[src/rtl/particle_pool_update_unit_defines.svh]
// Assertion macros for the particle pool update unit
`ifndef PARTICLE_POOL_UPDATE_UNIT_DEFINES_SVH
`define PARTICLE_POOL_UPDATE_UNIT_DEFINES_SVH
`ifndef SYNTHESIS
`define PPU_ASSERT_IMPL(lbl, prop) \
    lbl: assert property (@(posedge clk) disable iff (!rst_n) prop) \
        else $error("particle pool assertion failed");
`define PPU_ASSERT_NEVER(lbl, cond) \
    lbl: assert property (@(posedge clk) disable iff (!rst_n) !(cond)) \
        else $error("particle pool forbidden condition");
`else
`define PPU_ASSERT_IMPL(lbl, prop)
`define PPU_ASSERT_NEVER(lbl, cond)
`endif
`endif

[src/rtl/ppu_pkg.sv]
`timescale 1ns / 1ps
`default_nettype none
package ppu_pkg;

    localparam int SLOTS_DEF = 64;

    localparam logic [16:0] INITIAL_LIFE_RST = 17'd65536;
    localparam logic [11:0] FADE_RATE_RST    = 12'd640;
    localparam logic [16:0] ALPHA_FULL       = 17'd65536;

    // ceil(2^27/10) and ceil(2^19/10): divide by ten for the value ranges used
    localparam logic [23:0] RECIP10_27 = 24'd13421773;
    localparam logic [15:0] RECIP10_19 = 16'd52429;

    localparam logic [1:0] OP_SPAWN = 2'd0;
    localparam logic [1:0] OP_TICK  = 2'd1;
    localparam logic [1:0] OP_DRAW  = 2'd2;

    localparam logic CFG_INITIAL_LIFE = 1'b0;
    localparam logic CFG_FADE_RATE    = 1'b1;

    typedef struct packed {
        logic [16:0] life;
        logic [23:0] pos_x;
        logic [23:0] pos_y;
        logic [23:0] vel_x;
        logic [23:0] vel_y;
        logic [16:0] alpha;
        logic [6:0]  gray;
    } rec_t;

    typedef struct packed {
        logic tick;
        logic load;
    } head_ctrl_t;

endpackage
`default_nettype wire

[src/rtl/ppu_head.sv]
`timescale 1ns / 1ps
`default_nettype none
module ppu_head (
    input  wire ppu_pkg::rec_t      rec_i,
    input  wire ppu_pkg::head_ctrl_t ctrl,
    input  wire ppu_pkg::rec_t      spawn_rec,
    input  wire logic [15:0]        dt,
    input  wire logic [19:0]        loss,
    output ppu_pkg::rec_t           rec_o
);
    logic [16:0]        life_new;
    logic signed [40:0] px_prod;
    logic signed [40:0] py_prod;
    logic signed [40:0] px_rnd;
    logic signed [40:0] py_rnd;
    logic [23:0]        px_step;
    logic [23:0]        py_step;

    always_comb
    begin
        life_new = (rec_i.life > {1'b0, dt}) ? rec_i.life - {1'b0, dt} : '0;
        px_prod  = $signed(rec_i.vel_x) * $signed({1'b0, dt});
        py_prod  = $signed(rec_i.vel_y) * $signed({1'b0, dt});
        // bias negatives so the shift truncates toward zero
        px_rnd   = px_prod + (px_prod[40] ? 41'sd65535 : 41'sd0);
        py_rnd   = py_prod + (py_prod[40] ? 41'sd65535 : 41'sd0);
        px_step  = px_rnd[39:16];
        py_step  = py_rnd[39:16];

        rec_o = rec_i;
        if (ctrl.load)
        begin
            rec_o = spawn_rec;
        end
        else if (ctrl.tick)
        begin
            rec_o.life = life_new;
            if (life_new != '0)
            begin
                rec_o.pos_x = rec_i.pos_x - px_step;
                rec_o.pos_y = rec_i.pos_y - py_step;
                rec_o.alpha = ({3'b0, rec_i.alpha} > loss) ?
                              17'(({3'b0, rec_i.alpha}) - loss) : '0;
            end
        end
    end
endmodule
`default_nettype wire

[config.mk]
export PLATFORM = sky130hd
export DESIGN_NAME = ppu_head
export DESIGN_NICKNAME = d
export VERILOG_FILES = /design/src/rtl/particle_pool_update_unit_defines.svh /design/src/rtl/ppu_pkg.sv /design/src/rtl/ppu_head.sv
export SDC_FILE = /design/constraint.sdc
export NUM_CORES = 2
export LEC_CHECK = 0
export ABC_AREA = 1
export BUFFER_PORTS_ARGS = -buffer_cell sky130_fd_sc_hd__buf_2
export CAP_MARGIN = 20
export CORE_MARGIN = 1.5
export CORE_UTILIZATION = 48
export DETAILED_ROUTE_END_ITERATION = 16
export PLACE_DENSITY = 0.73
export SYNTH_ARGS = -nofsm -noshare
export SYNTH_HDL_FRONTEND = slang
export SYNTH_SLANG_ARGS = --single-unit
[constraint.sdc]
create_clock -name vclk -period 56.6
set_input_delay 14.15 -clock vclk [all_inputs]
set_output_delay 14.15 -clock vclk [all_outputs]
set_load 0.02 [all_outputs]
==> results_dict.tcl <==
set metrics [dict create \
    setup_viol 0 \
    hold_path_class "in2out" \
    ant_nets 0 \
    grtUsageMet3_pct 2.50 \
    clockBufferCount 0 \
    grt_overflow 0 \
    endpoint_kind "output pin" \
    cts_hold_buf 0 \
    met2_usage_pct 52.3 \
    crit_slowest_cell "fa_1" \
    synthesis.nets 7025 \
    finalHoldViolCount 0 \
    cp_max_fo 49 \
    drt-total-wl_mm 115 \
    seq_cell_count 0 \
    grt_start_max_net_pins 88 \
    num_vias 35600 \
    busiest_layer "met2" \
    drtIter0Drc 1963 \
    cap_violations 0 \
    grt_pass1_wl_mm 187 \
    std_cell_rows 103 \
    fin_crit_ps 38860 \
    dr.pass1.iters 5 \
    first_global_vias 37300 \
    yosys_warnings 0 \
    max-slew-margin-rel_pct 38.4 \
    post-route-period-util_pct 68.7 \
    synth_top_cell_by_area "fa_1" \
    start_util_pct 48.8 \
    drc 0 \
    grt_use_met1_pct 34.1 \
    yosysTopAreaCellShare_pct 39.2 \
    die_w_um 287 \
    track_usage_pct 28.2 \
    coreArea_um2 79400 \
    path_class "in2out" \
    critical_path_required_ps 42450 \
    critPathLaunchType "primary input" \
    hpwl_mm 96.1 \
    critPathMostFrequentCell "nand2_1" \
    tightest_slew_ps 921 \
    io_pins 449 \
    final_nets 7271 \
    synth_cell_types 59 \
    critPathArrivalTime_ps 24710 \
    critPathMaxStageDelay_ps 790 \
    synth.yosys.seq_area_share_pct 0 \
    slew_viol_final 0 \
    synth.avg_cell_area_um2 6.84 \
    wl_per_cell_um 16.5 \
    cts_resized 0 \
    rsz0062_at_grt "no" \
    synth_area_um2 38700 \
    nFillCells 8041 \
    antenna_found_initial 9 \
    drt-vias-per-instance 5.11 \
    layout-drive-gt1-share_pct 9.70 \
    synth_cells 5664 \
    place_congestion 0.972 \
    port_buffers 449 \
    max_freq_mhz 25.7 \
    ys_top_cells_by_area "fa_1 (39%), nand2_1 (15%), inv_1 (15%)" \
    status "completed" \
    setup_tns_ps 0 \
    syn_to_final_growth_pct 7.35 \
    post_cts_buffers 0 \
    die-height_um 287 \
    fp.dieArea_um2 82400 \
    register_area_um2 0 \
]
[area by class of cell]
class	instances	area, um2	share of cell area, %
multi-input combinational	3885	32000	77.0
antenna	6	15.0	0.0361
timing repair buffer	472	2430	5.83
tap	1050	1310	3.16
inverter	1551	5820	14.0
[cell usage in the layout, fill, tap and decap left out, types with 30 or more instances in the layout]
cell | Yosys | final
xor2_1 | 108 | 108
xnor2_1 | 48 | 48
a21oi_1 | 188 | 188
nand3_1 | 134 | 134
inv_1 | 1538 | 1537
ha_1 | 291 | 291
buf_2 | 3 | 448
nand4_1 | 33 | 33
nand2_1 | 1550 | 1550
fa_1 | 758 | 758
o21ai_1 | 30 | 30
o21ai_0 | 226 | 226
nor2_1 | 264 | 264
nor3_1 | 37 | 37
[worst max-delay path: cells and delay by family]
| kind | cells | cell delay, ps |
|---|---|---|
| AO/OA/AOI/OAI | 15 | 2550 |
| XOR/XNOR | 2 | 300 |
| adder cells (fa/ha/maj) | 9 | 4340 |
| buffers and inverters | 10 | 1500 |
| AND/OR/NAND/NOR | 15 | 1810 |
[through the flow]
step | setup WS (ps) | instances | utilization, % | hold WS (ps) | cell area (um2)
2_1_floorplan | 19060 | 5664 | - | 28470 | 38700
6_report | 17740 | 6964 | 52.4 | 28610 | 41600
5_1_grt | 16650 | 6961 | 52.4 | 28630 | 41600
3_3_place_gp | 18050 | 6958 | 52.4 | 28600 | 41600
4_1_cts | 17810 | 6958 | 52.4 | 28600 | 41600
3_5_place_dp | 17840 | 6958 | 52.4 | 28600 | 41600
[worst paths after layout]
kind  startpoint          to  cells past startpoint
max        dt[2]  rec_o[115]                     51
min     rec_i[6]    rec_o[6]                      4
[cells in the mapped netlist, types with 23 or more instances]
master,count
a21oi_1,188
clkbuf_1,199
fa_1,758
ha_1,291
inv_1,1538
nand2_1,1550
nand2_2,23
nand3_1,134
nand4_1,33
nor2_1,264
nor3_1,37
o21ai_0,226
o21ai_1,30
xnor2_1,48
xor2_1,108
[routing by layer]
layer	routed length [um]	up-vias
met5	44	-
li1	-	17000
met4	3810	8
met1	46100	17300
met3	5490	236
met2	59500	1011
[cell families after synthesis]
| logic type | synth area share [%] |
|---|---|
| AND/OR/NAND/NOR | 22.3 |
| buffers and inverters | 17.4 |
| adder cells (fa/ha/maj) | 48.6 |
| AO/OA/AOI/OAI | 8.10 |
| XOR/XNOR | 3.61 |
| multiplexers | 0.0258 |
Power is left out: the tool's default activity adds up to more than one toggle a clock period on the data nets, which glitch-free logic cannot reach.
